==> src/rtl/core/rrts_pkg.sv <==
package rrts_pkg;

    // sizes of the queues and of the thread table
    localparam int QUEUE_DEPTH  = 16;
    localparam int THREAD_COUNT = 16;

    localparam int THREAD_W = (THREAD_COUNT > 1) ? $clog2(THREAD_COUNT) : 1;
    localparam int PTR_W    = (QUEUE_DEPTH > 1) ? $clog2(QUEUE_DEPTH) : 1;
    localparam int CNT_W    = $clog2(QUEUE_DEPTH + 1);

    // fixed field widths
    localparam int OP_W     = 3;
    localparam int TID_W    = 4;
    localparam int TST_W    = 2;
    localparam int STATUS_W = 2;

    // opcodes
    localparam logic [OP_W-1:0] OP_TICK    = 3'd0;
    localparam logic [OP_W-1:0] OP_YIELD   = 3'd1;
    localparam logic [OP_W-1:0] OP_SUSPEND = 3'd2;
    localparam logic [OP_W-1:0] OP_EXIT    = 3'd3;
    localparam logic [OP_W-1:0] OP_RESUME  = 3'd4;
    localparam logic [OP_W-1:0] OP_START   = 3'd5;

    // thread states
    localparam logic [TST_W-1:0] TST_READY    = 2'd0;
    localparam logic [TST_W-1:0] TST_RUNNING  = 2'd1;
    localparam logic [TST_W-1:0] TST_WAITING  = 2'd2;
    localparam logic [TST_W-1:0] TST_FINISHED = 2'd3;

    // result status codes
    localparam logic [STATUS_W-1:0] STATUS_OK       = 2'd0;
    localparam logic [STATUS_W-1:0] STATUS_NO_READY = 2'd1;
    localparam logic [STATUS_W-1:0] STATUS_DROPPED  = 2'd2;

    // queue control and status
    typedef struct packed {
        logic rd_en;
        logic pop;
        logic push;
    } fifo_cmd_t;

    typedef struct packed {
        logic empty;
        logic full;
    } fifo_stat_t;

    // thread table access
    typedef struct packed {
        logic                rd_en;
        logic [THREAD_W-1:0] rd_addr;
        logic                wr_en;
        logic [THREAD_W-1:0] wr_addr;
        logic [TST_W-1:0]    wr_data;
    } tbl_cmd_t;

endpackage

==> src/rtl/core/rrts_ram.sv <==
module rrts_ram #(
    parameter int WIDTH = 4,
    parameter int DEPTH = 16,
    parameter int ADDR_W = (DEPTH > 1) ? $clog2(DEPTH) : 1
) (
    input  logic              clk,
    input  logic              we,
    input  logic [ADDR_W-1:0] waddr,
    input  logic [WIDTH-1:0]  wdata,
    input  logic              re,
    input  logic [ADDR_W-1:0] raddr,
    output logic [WIDTH-1:0]  rdata
);

    logic [WIDTH-1:0] mem [DEPTH];
    logic [WIDTH-1:0] rdata_reg;

    // single write port, registered read that holds when idle
    always_ff @(posedge clk)
    begin
        if (we)
        begin
            mem[waddr] <= wdata;
        end
        if (re)
        begin
            rdata_reg <= mem[raddr];
        end
    end

    assign rdata = rdata_reg;

endmodule

==> src/rtl/core/rrts_fifo.sv <==
module rrts_fifo (
    input  logic                           clk,
    input  logic                           rst_n,
    input  rrts_pkg::fifo_cmd_t            cmd,
    input  logic [rrts_pkg::THREAD_W-1:0]  wdata,
    output logic [rrts_pkg::THREAD_W-1:0]  rdata,
    output rrts_pkg::fifo_stat_t           stat
);

    logic [rrts_pkg::PTR_W-1:0] head_reg, head_next;
    logic [rrts_pkg::PTR_W-1:0] tail_reg, tail_next;
    logic [rrts_pkg::CNT_W-1:0] count_reg, count_next;
    logic                       full;
    logic                       push_ok;

    assign full    = (count_reg == rrts_pkg::CNT_W'(rrts_pkg::QUEUE_DEPTH));
    // a pop in the same beat frees a slot for the push
    assign push_ok = cmd.push && (!full || cmd.pop);

    assign stat.empty = (count_reg == '0);
    assign stat.full  = full;

    // pointer and fill count update
    always_comb
    begin
        head_next  = head_reg;
        tail_next  = tail_reg;
        count_next = count_reg;
        if (cmd.pop)
        begin
            head_next = (head_reg == rrts_pkg::PTR_W'(rrts_pkg::QUEUE_DEPTH - 1))
                        ? '0 : head_reg + 1'b1;
        end
        if (push_ok)
        begin
            tail_next = (tail_reg == rrts_pkg::PTR_W'(rrts_pkg::QUEUE_DEPTH - 1))
                        ? '0 : tail_reg + 1'b1;
        end
        if (push_ok && !cmd.pop)
        begin
            count_next = count_reg + 1'b1;
        end
        else if (!push_ok && cmd.pop)
        begin
            count_next = count_reg - 1'b1;
        end
    end

    always_ff @(posedge clk or negedge rst_n)
    begin
        if (!rst_n)
        begin
            head_reg  <= '0;
            tail_reg  <= '0;
            count_reg <= '0;
        end
        else
        begin
            head_reg  <= head_next;
            tail_reg  <= tail_next;
            count_reg <= count_next;
        end
    end

    // entry storage
    rrts_ram #(
        .WIDTH (rrts_pkg::THREAD_W),
        .DEPTH (rrts_pkg::QUEUE_DEPTH)
    ) u_ram (
        .clk   (clk),
        .we    (push_ok),
        .waddr (tail_reg),
        .wdata (wdata),
        .re    (cmd.rd_en),
        .raddr (head_reg),
        .rdata (rdata)
    );

endmodule

==> src/rtl/core/rrts_thread_table.sv <==
module rrts_thread_table (
    input  logic                        clk,
    input  logic                        rst_n,
    input  rrts_pkg::tbl_cmd_t          cmd,
    output logic [rrts_pkg::TST_W-1:0]  rd_data
);

    logic [rrts_pkg::THREAD_COUNT-1:0] valid_reg, valid_next;
    logic                              valid_q_reg;
    logic                              fwd_hit_reg;
    logic [rrts_pkg::TST_W-1:0]        fwd_data_reg;
    logic [rrts_pkg::TST_W-1:0]        ram_rdata;

    // an entry never written reads as ready
    always_comb
    begin
        valid_next = valid_reg;
        if (cmd.wr_en)
        begin
            valid_next[cmd.wr_addr] = 1'b1;
        end
    end

    always_ff @(posedge clk or negedge rst_n)
    begin
        if (!rst_n)
        begin
            valid_reg   <= '0;
            valid_q_reg <= 1'b0;
            fwd_hit_reg <= 1'b0;
        end
        else
        begin
            valid_reg <= valid_next;
            if (cmd.rd_en)
            begin
                valid_q_reg <= valid_reg[cmd.rd_addr];
                fwd_hit_reg <= cmd.wr_en && (cmd.wr_addr == cmd.rd_addr);
            end
        end
    end

    // forward a write that lands on the entry being read
    always_ff @(posedge clk)
    begin
        if (cmd.rd_en)
        begin
            fwd_data_reg <= cmd.wr_data;
        end
    end

    rrts_ram #(
        .WIDTH (rrts_pkg::TST_W),
        .DEPTH (rrts_pkg::THREAD_COUNT)
    ) u_ram (
        .clk   (clk),
        .we    (cmd.wr_en),
        .waddr (cmd.wr_addr),
        .wdata (cmd.wr_data),
        .re    (cmd.rd_en),
        .raddr (cmd.rd_addr),
        .rdata (ram_rdata)
    );

    assign rd_data = fwd_hit_reg ? fwd_data_reg
                   : (valid_q_reg ? ram_rdata : rrts_pkg::TST_READY);

endmodule

==> src/rtl/core/round_robin_thread_scheduler.sv <==
// channel  | direction | handshake            | payload
// ---------+-----------+----------------------+------------------------------------------
// in       | input     | in_valid / in_stall  | opcode, thread_id
// out      | output    | out_valid / out_stall| switched, from_thread, to_thread,
//          |           |                      | from_state, status
//
// each beat first reads the ready queue head and the thread table entry of the
// running thread, then updates and writes back.
// the new running thread is marked in the table in the following idle cycle,
// which overlaps the next beat's read and is forwarded to it.
// reset clears pointers, counts, table valid bits and the running thread; no
// clearing pass is needed. a stalled result holds the update step until taken.
module round_robin_thread_scheduler (
    input  logic                           clk,
    input  logic                           rst_n,
    input  logic                           in_valid,
    output logic                           in_stall,
    input  logic [rrts_pkg::OP_W-1:0]      opcode,
    input  logic [rrts_pkg::TID_W-1:0]     thread_id,
    output logic                           out_valid,
    input  logic                           out_stall,
    output logic                           switched,
    output logic [rrts_pkg::TID_W-1:0]     from_thread,
    output logic [rrts_pkg::TID_W-1:0]     to_thread,
    output logic [rrts_pkg::TST_W-1:0]     from_state,
    output logic [rrts_pkg::STATUS_W-1:0]  status
);

    typedef enum logic [1:0] {
        S_IDLE = 2'b01,
        S_EXEC = 2'b10
    } fsm_t;

    fsm_t                            state_reg, state_next;
    logic [rrts_pkg::OP_W-1:0]       op_reg;
    logic [rrts_pkg::TID_W-1:0]      tid_reg;
    logic [rrts_pkg::THREAD_W-1:0]   running_reg, running_next;
    logic                            first_tick_reg, first_tick_next;
    logic                            pend_reg, pend_next;
    logic [rrts_pkg::THREAD_W-1:0]   pend_addr_reg, pend_addr_next;

    logic                            out_valid_reg, out_valid_next;
    logic                            switched_reg, switched_next;
    logic [rrts_pkg::TID_W-1:0]      from_thread_reg, from_thread_next;
    logic [rrts_pkg::TID_W-1:0]      to_thread_reg, to_thread_next;
    logic [rrts_pkg::TST_W-1:0]      from_state_reg, from_state_next;
    logic [rrts_pkg::STATUS_W-1:0]   status_reg, status_next;

    rrts_pkg::fifo_cmd_t             rdy_cmd, fin_cmd;
    rrts_pkg::fifo_stat_t            rdy_stat, fin_stat;
    logic [rrts_pkg::THREAD_W-1:0]   rdy_wdata;
    logic [rrts_pkg::THREAD_W-1:0]   rdy_rdata;
    rrts_pkg::tbl_cmd_t              tbl_cmd;
    logic [rrts_pkg::TST_W-1:0]      old_state;

    logic                            accept;
    logic                            go;
    logic                            is_switch;
    logic                            tid_ok;
    logic [rrts_pkg::TST_W-1:0]      retire_state;

    assign in_stall = (state_reg != S_IDLE);
    assign accept   = in_valid && (state_reg == S_IDLE);
    assign go       = (state_reg == S_EXEC) && !(out_valid_reg && out_stall);

    assign is_switch = op_reg inside {rrts_pkg::OP_TICK, rrts_pkg::OP_YIELD,
                                      rrts_pkg::OP_SUSPEND, rrts_pkg::OP_EXIT,
                                      rrts_pkg::OP_START};
    assign tid_ok    = (32'(tid_reg) < rrts_pkg::THREAD_COUNT);

    // state the old thread takes on a switch
    always_comb
    begin
        case (op_reg)
            rrts_pkg::OP_SUSPEND: retire_state = rrts_pkg::TST_WAITING;
            rrts_pkg::OP_EXIT:    retire_state = rrts_pkg::TST_FINISHED;
            default:              retire_state = rrts_pkg::TST_READY;
        endcase
    end

    // sequencing, queue and table commands, result
    always_comb
    begin
        state_next       = state_reg;
        running_next     = running_reg;
        first_tick_next  = first_tick_reg;
        pend_next        = pend_reg;
        pend_addr_next   = pend_addr_reg;
        out_valid_next   = out_valid_reg && out_stall;
        switched_next    = switched_reg;
        from_thread_next = from_thread_reg;
        to_thread_next   = to_thread_reg;
        from_state_next  = from_state_reg;
        status_next      = status_reg;

        rdy_cmd   = '0;
        fin_cmd   = '0;
        rdy_wdata = running_reg;
        tbl_cmd   = '0;
        tbl_cmd.rd_addr = running_reg;

        case (state_reg)
            S_IDLE:
            begin
                // mark the thread switched in on the last beat
                if (pend_reg)
                begin
                    tbl_cmd.wr_en   = 1'b1;
                    tbl_cmd.wr_addr = pend_addr_reg;
                    tbl_cmd.wr_data = rrts_pkg::TST_RUNNING;
                    pend_next       = 1'b0;
                end
                if (accept)
                begin
                    tbl_cmd.rd_en = 1'b1;
                    rdy_cmd.rd_en = 1'b1;
                    state_next    = S_EXEC;
                end
            end
            S_EXEC:
            begin
                if (go)
                begin
                    state_next       = S_IDLE;
                    out_valid_next   = 1'b1;
                    switched_next    = 1'b0;
                    from_thread_next = rrts_pkg::TID_W'(running_reg);
                    to_thread_next   = rrts_pkg::TID_W'(running_reg);
                    from_state_next  = rrts_pkg::TST_READY;
                    status_next      = rrts_pkg::STATUS_OK;
                    if (is_switch)
                    begin
                        if (rdy_stat.empty)
                        begin
                            status_next = rrts_pkg::STATUS_NO_READY;
                        end
                        else
                        begin
                            // take the head thread and requeue or retire the old one
                            rdy_cmd.pop     = 1'b1;
                            running_next    = rdy_rdata;
                            pend_next       = 1'b1;
                            pend_addr_next  = rdy_rdata;
                            switched_next   = 1'b1;
                            to_thread_next  = rrts_pkg::TID_W'(rdy_rdata);
                            if (op_reg != rrts_pkg::OP_START)
                            begin
                                tbl_cmd.wr_en   = 1'b1;
                                tbl_cmd.wr_addr = running_reg;
                                tbl_cmd.wr_data = retire_state;
                            end
                            if (rdy_rdata == running_reg)
                            begin
                                from_state_next = rrts_pkg::TST_RUNNING;
                            end
                            else if (op_reg == rrts_pkg::OP_START)
                            begin
                                from_state_next = old_state;
                            end
                            else
                            begin
                                from_state_next = retire_state;
                            end
                            if (op_reg == rrts_pkg::OP_TICK)
                            begin
                                rdy_cmd.push    = !first_tick_reg;
                                first_tick_next = 1'b0;
                            end
                            else if (op_reg == rrts_pkg::OP_YIELD)
                            begin
                                rdy_cmd.push = 1'b1;
                            end
                            else if (op_reg == rrts_pkg::OP_EXIT)
                            begin
                                fin_cmd.push = 1'b1;
                                if (fin_stat.full)
                                begin
                                    status_next = rrts_pkg::STATUS_DROPPED;
                                end
                            end
                        end
                    end
                    else if ((op_reg == rrts_pkg::OP_RESUME) && tid_ok)
                    begin
                        // mark ready and queue it
                        tbl_cmd.wr_en   = 1'b1;
                        tbl_cmd.wr_addr = rrts_pkg::THREAD_W'(tid_reg);
                        tbl_cmd.wr_data = rrts_pkg::TST_READY;
                        rdy_cmd.push    = 1'b1;
                        rdy_wdata       = rrts_pkg::THREAD_W'(tid_reg);
                        if (rdy_stat.full)
                        begin
                            status_next = rrts_pkg::STATUS_DROPPED;
                        end
                    end
                end
            end
            default:
            begin
                state_next = S_IDLE;
            end
        endcase
    end

    // control registers
    always_ff @(posedge clk or negedge rst_n)
    begin
        if (!rst_n)
        begin
            state_reg      <= S_IDLE;
            running_reg    <= '0;
            first_tick_reg <= 1'b1;
            pend_reg       <= 1'b0;
            pend_addr_reg  <= '0;
            out_valid_reg  <= 1'b0;
        end
        else
        begin
            state_reg      <= state_next;
            running_reg    <= running_next;
            first_tick_reg <= first_tick_next;
            pend_reg       <= pend_next;
            pend_addr_reg  <= pend_addr_next;
            out_valid_reg  <= out_valid_next;
        end
    end

    // payload registers
    always_ff @(posedge clk)
    begin
        if (accept)
        begin
            op_reg  <= opcode;
            tid_reg <= thread_id;
        end
        switched_reg    <= switched_next;
        from_thread_reg <= from_thread_next;
        to_thread_reg   <= to_thread_next;
        from_state_reg  <= from_state_next;
        status_reg      <= status_next;
    end

    // ready queue
    rrts_fifo u_ready_fifo (
        .clk   (clk),
        .rst_n (rst_n),
        .cmd   (rdy_cmd),
        .wdata (rdy_wdata),
        .rdata (rdy_rdata),
        .stat  (rdy_stat)
    );

    // finished queue, never popped in this design
    rrts_fifo u_finished_fifo (
        .clk   (clk),
        .rst_n (rst_n),
        .cmd   (fin_cmd),
        .wdata (running_reg),
        .rdata (),
        .stat  (fin_stat)
    );

    // per-thread state
    rrts_thread_table u_thread_table (
        .clk     (clk),
        .rst_n   (rst_n),
        .cmd     (tbl_cmd),
        .rd_data (old_state)
    );

    assign out_valid   = out_valid_reg;
    assign switched    = switched_reg;
    assign from_thread = from_thread_reg;
    assign to_thread   = to_thread_reg;
    assign from_state  = from_state_reg;
    assign status      = status_reg;

endmodule
==> config.mk <==
export PLATFORM = sky130hd
export DESIGN_NAME = round_robin_thread_scheduler
export DESIGN_NICKNAME = d
export VERILOG_FILES = /design/src/rtl/core/rrts_pkg.sv /design/src/rtl/core/rrts_ram.sv /design/src/rtl/core/rrts_fifo.sv /design/src/rtl/core/rrts_thread_table.sv /design/src/rtl/core/round_robin_thread_scheduler.sv
export SDC_FILE = /design/constraint.sdc
export NUM_CORES = 1
export LEC_CHECK = 0
export ABC_AREA = 1
export BUFFER_PORTS_ARGS = -buffer_cell sky130_fd_sc_hd__buf_2
export CORE_ASPECT_RATIO = 1.5
export CORE_MARGIN = 2
export CORE_UTILIZATION = 56
export DETAILED_ROUTE_END_ITERATION = 7
export MAX_ROUTING_LAYER = met4
export PLACE_DENSITY = 0.73
export RECOVER_POWER = 25
export SYNTH_ARGS = -nofsm -noshare
export SYNTH_HDL_FRONTEND = slang
export SYNTH_SLANG_ARGS = --single-unit
==> constraint.sdc <==
create_clock -name clk -period 2.65 [get_ports clk]
set_input_delay 0.265 -clock clk [delete_from_list [all_inputs] [get_ports clk]]
set_output_delay 0.265 -clock clk [all_outputs]
set_load 0.01 [all_outputs]
==> metrics.txt <==
Post-Synth Adder-Cell Area=2.37%; initial core utilization=between 50% and 60%; Post-synth ARST share=28.3%; M2 GR Usage=42.8%; Hold Crit Class=input port to register; Compound-Gate Fraction of Synth Area=between 10% and 20%; root buffer cell=clkbuf_16; largest net degree at the start of global routing=36; Worst setup EP type=register; reg2reg start=state_reg[0]$_DFFE_PN1P_; Core Rows=52; Slew @ Worst Pin=around 1700 ps; IO Pins=26; area share of the largest cell type after synthesis=~48%; Total GRT Usage=approximately a quarter; drt pass-1 iters=5; routed via count=~5,400; worst flop-to-flop path endpoint=u_ready_fifo.count_reg[4]$_DFFE_PN0P_; R2R cell count=18; f_max=about 390 MHz; core box area=13,500 um^2; antenna violations before repair=0; critical path required time=2960 ps; final wirelength=approximately 17,000 um; clk_skew=~9.4 ps; CP top delay family=simple AND/OR/NAND/NOR gates; CTS tree=done; fin. max-slew vios=26; fin worst setup slack=between 60 and 70 ps; Synth Warn #=0; Main synth FF type=edfxtp_1; Iter 0 DRT Violations=around 310; Vias/cell=around 5.9; relative slew slack=-13.8%; Avg Synthesized Cell Area=around 11 um^2; FF+latch area=roughly 5000 um^2; Synth Area in XOR/XNOR=under 10%; Clock Path Buffers=2; outcome=finished with violations; Buffers on Ports=25; area of the multi-input gates=2480 um^2; Place WS=-105 ps; Die X=99.8 um; Fin Setup TNS=0 ps; Seq cells post-synth=about 170; min cycle time layout=about 2600 ps; main combinational cell family by area after synthesis=simple AND/OR/NAND/NOR gates; CTS sink count=about 170; Peak VDD IR=around 630 uV; fin crit share=between 90% and 100%; CTS clk-pin slew, worst paths=roughly 60 ps; post-synthesis mux area share=0%; flop-to-flop setup slack=roughly 62 ps; Synth Area in Simple Gates=16.6%; DRC Markers=0; hold depth=1; violated checks=capacitance limit, slew limit; CTS buffer count=17; layer with the highest usage=met2; met1 Use GR=~28%; synthesized instance count=just under 700; pwr/cell area=1120 nW/um^2; DP HPWL=between 10,000 and 15,000 um; area delta synth->final=13.2%; chip height=roughly 150 um; crit path cell chain=inv_1, ha_2, nand2_4, inv_6, nand2_8, nand2_2, nand3_4, inv_6, ha_4, inv_4, ha_4, nand2_1, nor2_2, a211oi_2, nand2_1, nand2_1, nor2_1, xor2_1; Final Hold Viols=0; share of cells above drive strength 1=16.4%; Post-synth EDFFs=124; Slowest-stage cell, CP=dfstp_2; hold_sp=thread_id[3]; DIE AREA=approximately 15,000 um^2; Crit path arrival time=between 2000 and 3000 ps; H-tree levels=4; CP Launch Type=register; max reg flops=64; Synth area leader=edfxtp_1; routed length per placed instance=about 19 um; vias in the first global route=between 5,000 and 6,000; final RePlAce weighted congestion=between 0.8 and 0.9; CP Buf/Inv Count=4; Layout fillers=between 900 and 1,000; most frequent CP cell=nand2_1; ANT cells=0; Synthesized Nets=713; M3 GR Usage=roughly 4.4%; gr ovfl total=0; Post-Syn Area=7720 um^2; Final ANT Viol Nets=0; Max Cap Viol=1; Hold EP=tid_reg[3]$_DFFE_PP_; Cell variety after synth=44; Hold WS=just over 20 ps; clock latency on the worst-skew pair=420 ps; Finish-stage setup viols=0; register area share after synthesis=around 64%; critical path class=register to register; first-pass GRT wire length=around 27,000 um; Leak=roughly 3.4 nW; Nets=about 760; Max FO, Critical Path=8; largest stage delay on the critical path=~540 ps; synth top area cells=edfxtp_1 48%, dfrtp_1 15%, o21ai_0 5.0%
==> how the worst max path moves through the flow <==
stage / startpoint / end / slack, ps / cells past startpoint
2_1_floorplan: state_reg[0]$_DFFE_PN1P_ / u_ready_fifo.count_reg[4]$_DFFE_PN0P_ / 10 / 18
3_3_place_gp: state_reg[0]$_DFFE_PN1P_ / u_ready_fifo.count_reg[4]$_DFFE_PN0P_ / 60 / 18
3_5_place_dp: op_reg[1]$_DFFE_PP_ / u_ready_fifo.count_reg[4]$_DFFE_PN0P_ / -110 / 19
4_1_cts: op_reg[1]$_DFFE_PP_ / u_ready_fifo.count_reg[4]$_DFFE_PN0P_ / 2 / 19
5_1_grt: op_reg[1]$_DFFE_PP_ / u_ready_fifo.count_reg[4]$_DFFE_PN0P_ / -90 / 19
6_report: state_reg[0]$_DFFE_PN1P_ / u_ready_fifo.count_reg[4]$_DFFE_PN0P_ / 60 / 18
==> routing by layer <==
metal / vias up / wire, um
met5: - / 0
met4: 0 / 709
li1: 2494 / -
met2: 203 / 9190
met3: 52 / 859
met1: 2626 / 6130
==> layout by cell type (no fill, tap or decap), types with 5 or more instances in the layout <==
master	count
dfrtp_1	47
o21ai_0	77
edfxtp_1	124
xor2_1	10
inv_1	48
nand2_4	9
o22ai_1	20
nand2_2	7
nand3_1	20
inv_2	9
nand2_1	67
o21ai_1	11
o211ai_1	5
o221ai_1	9
buf_2	5
buf_4	20
clkbuf_1	23
nor2_2	10
nand3_2	6
a21oi_1	15
ha_1	9
or2_1	12
nor3_1	19
inv_6	7
nor2_1	90
clkbuf_16	17
==> synthesized netlist by cell type (11+ instances only) <==
| cell | n |
|---|---|
| clkbuf_1 | 17 |
| inv_1 | 49 |
| nand2_1 | 69 |
| inv_2 | 11 |
| o21ai_1 | 11 |
| or2_1 | 12 |
| ha_1 | 13 |
| a21oi_1 | 15 |
| nand3_1 | 20 |
| nor2_1 | 91 |
| nor3_1 | 19 |
| o22ai_1 | 20 |
| o21ai_0 | 77 |
| dfrtp_1 | 47 |
| edfxtp_1 | 124 |
==> area by class of cell <==
type                    count  area share [%]
clock buffers              19            5.07
well taps                 162            2.32
flip-flops and latches    173            56.7
multi-input cells         429            28.4
inverters                  61            2.79
repair buffers             50            3.18
clock inverters            13            1.49
==> kinds of logic after synthesis <==
group	Yosys count
adders and majority gates	14
AOI/OAI and AO/OA	148
DFF	173
buffers and inverters	86
xor gates and xnor gates	13
and+or+nand+nor	254
==> power by group <==
group	internal, W	switching (W)
logic	0.00108	0.00232
clock network	0.00134	0.00108
registers	0.00360	0.000363
==> through the flow <==
stage	util [%]	power, W	cells	instance area [um^2]
final	64.8	0.00979	907	8730
after global routing	64.8	0.0104	907	8730
after CTS	64.7	0.00976	905	8710
after detailed placement	60.1	0.00729	871	8100
after global placement	60.1	0.00714	871	8100
after floorplan	-	0.00620	688	7720
==> timing repair <==
action,in CTS,in global routing
cloned,0,0
endpoints found under the setup margin,1,2
resized for setup,5,9
endpoints found under the hold margin,23,0
pin swaps,0,2
buffers inserted,1,2
hold buffers,1,0
(Power assumes the default switching activity.)
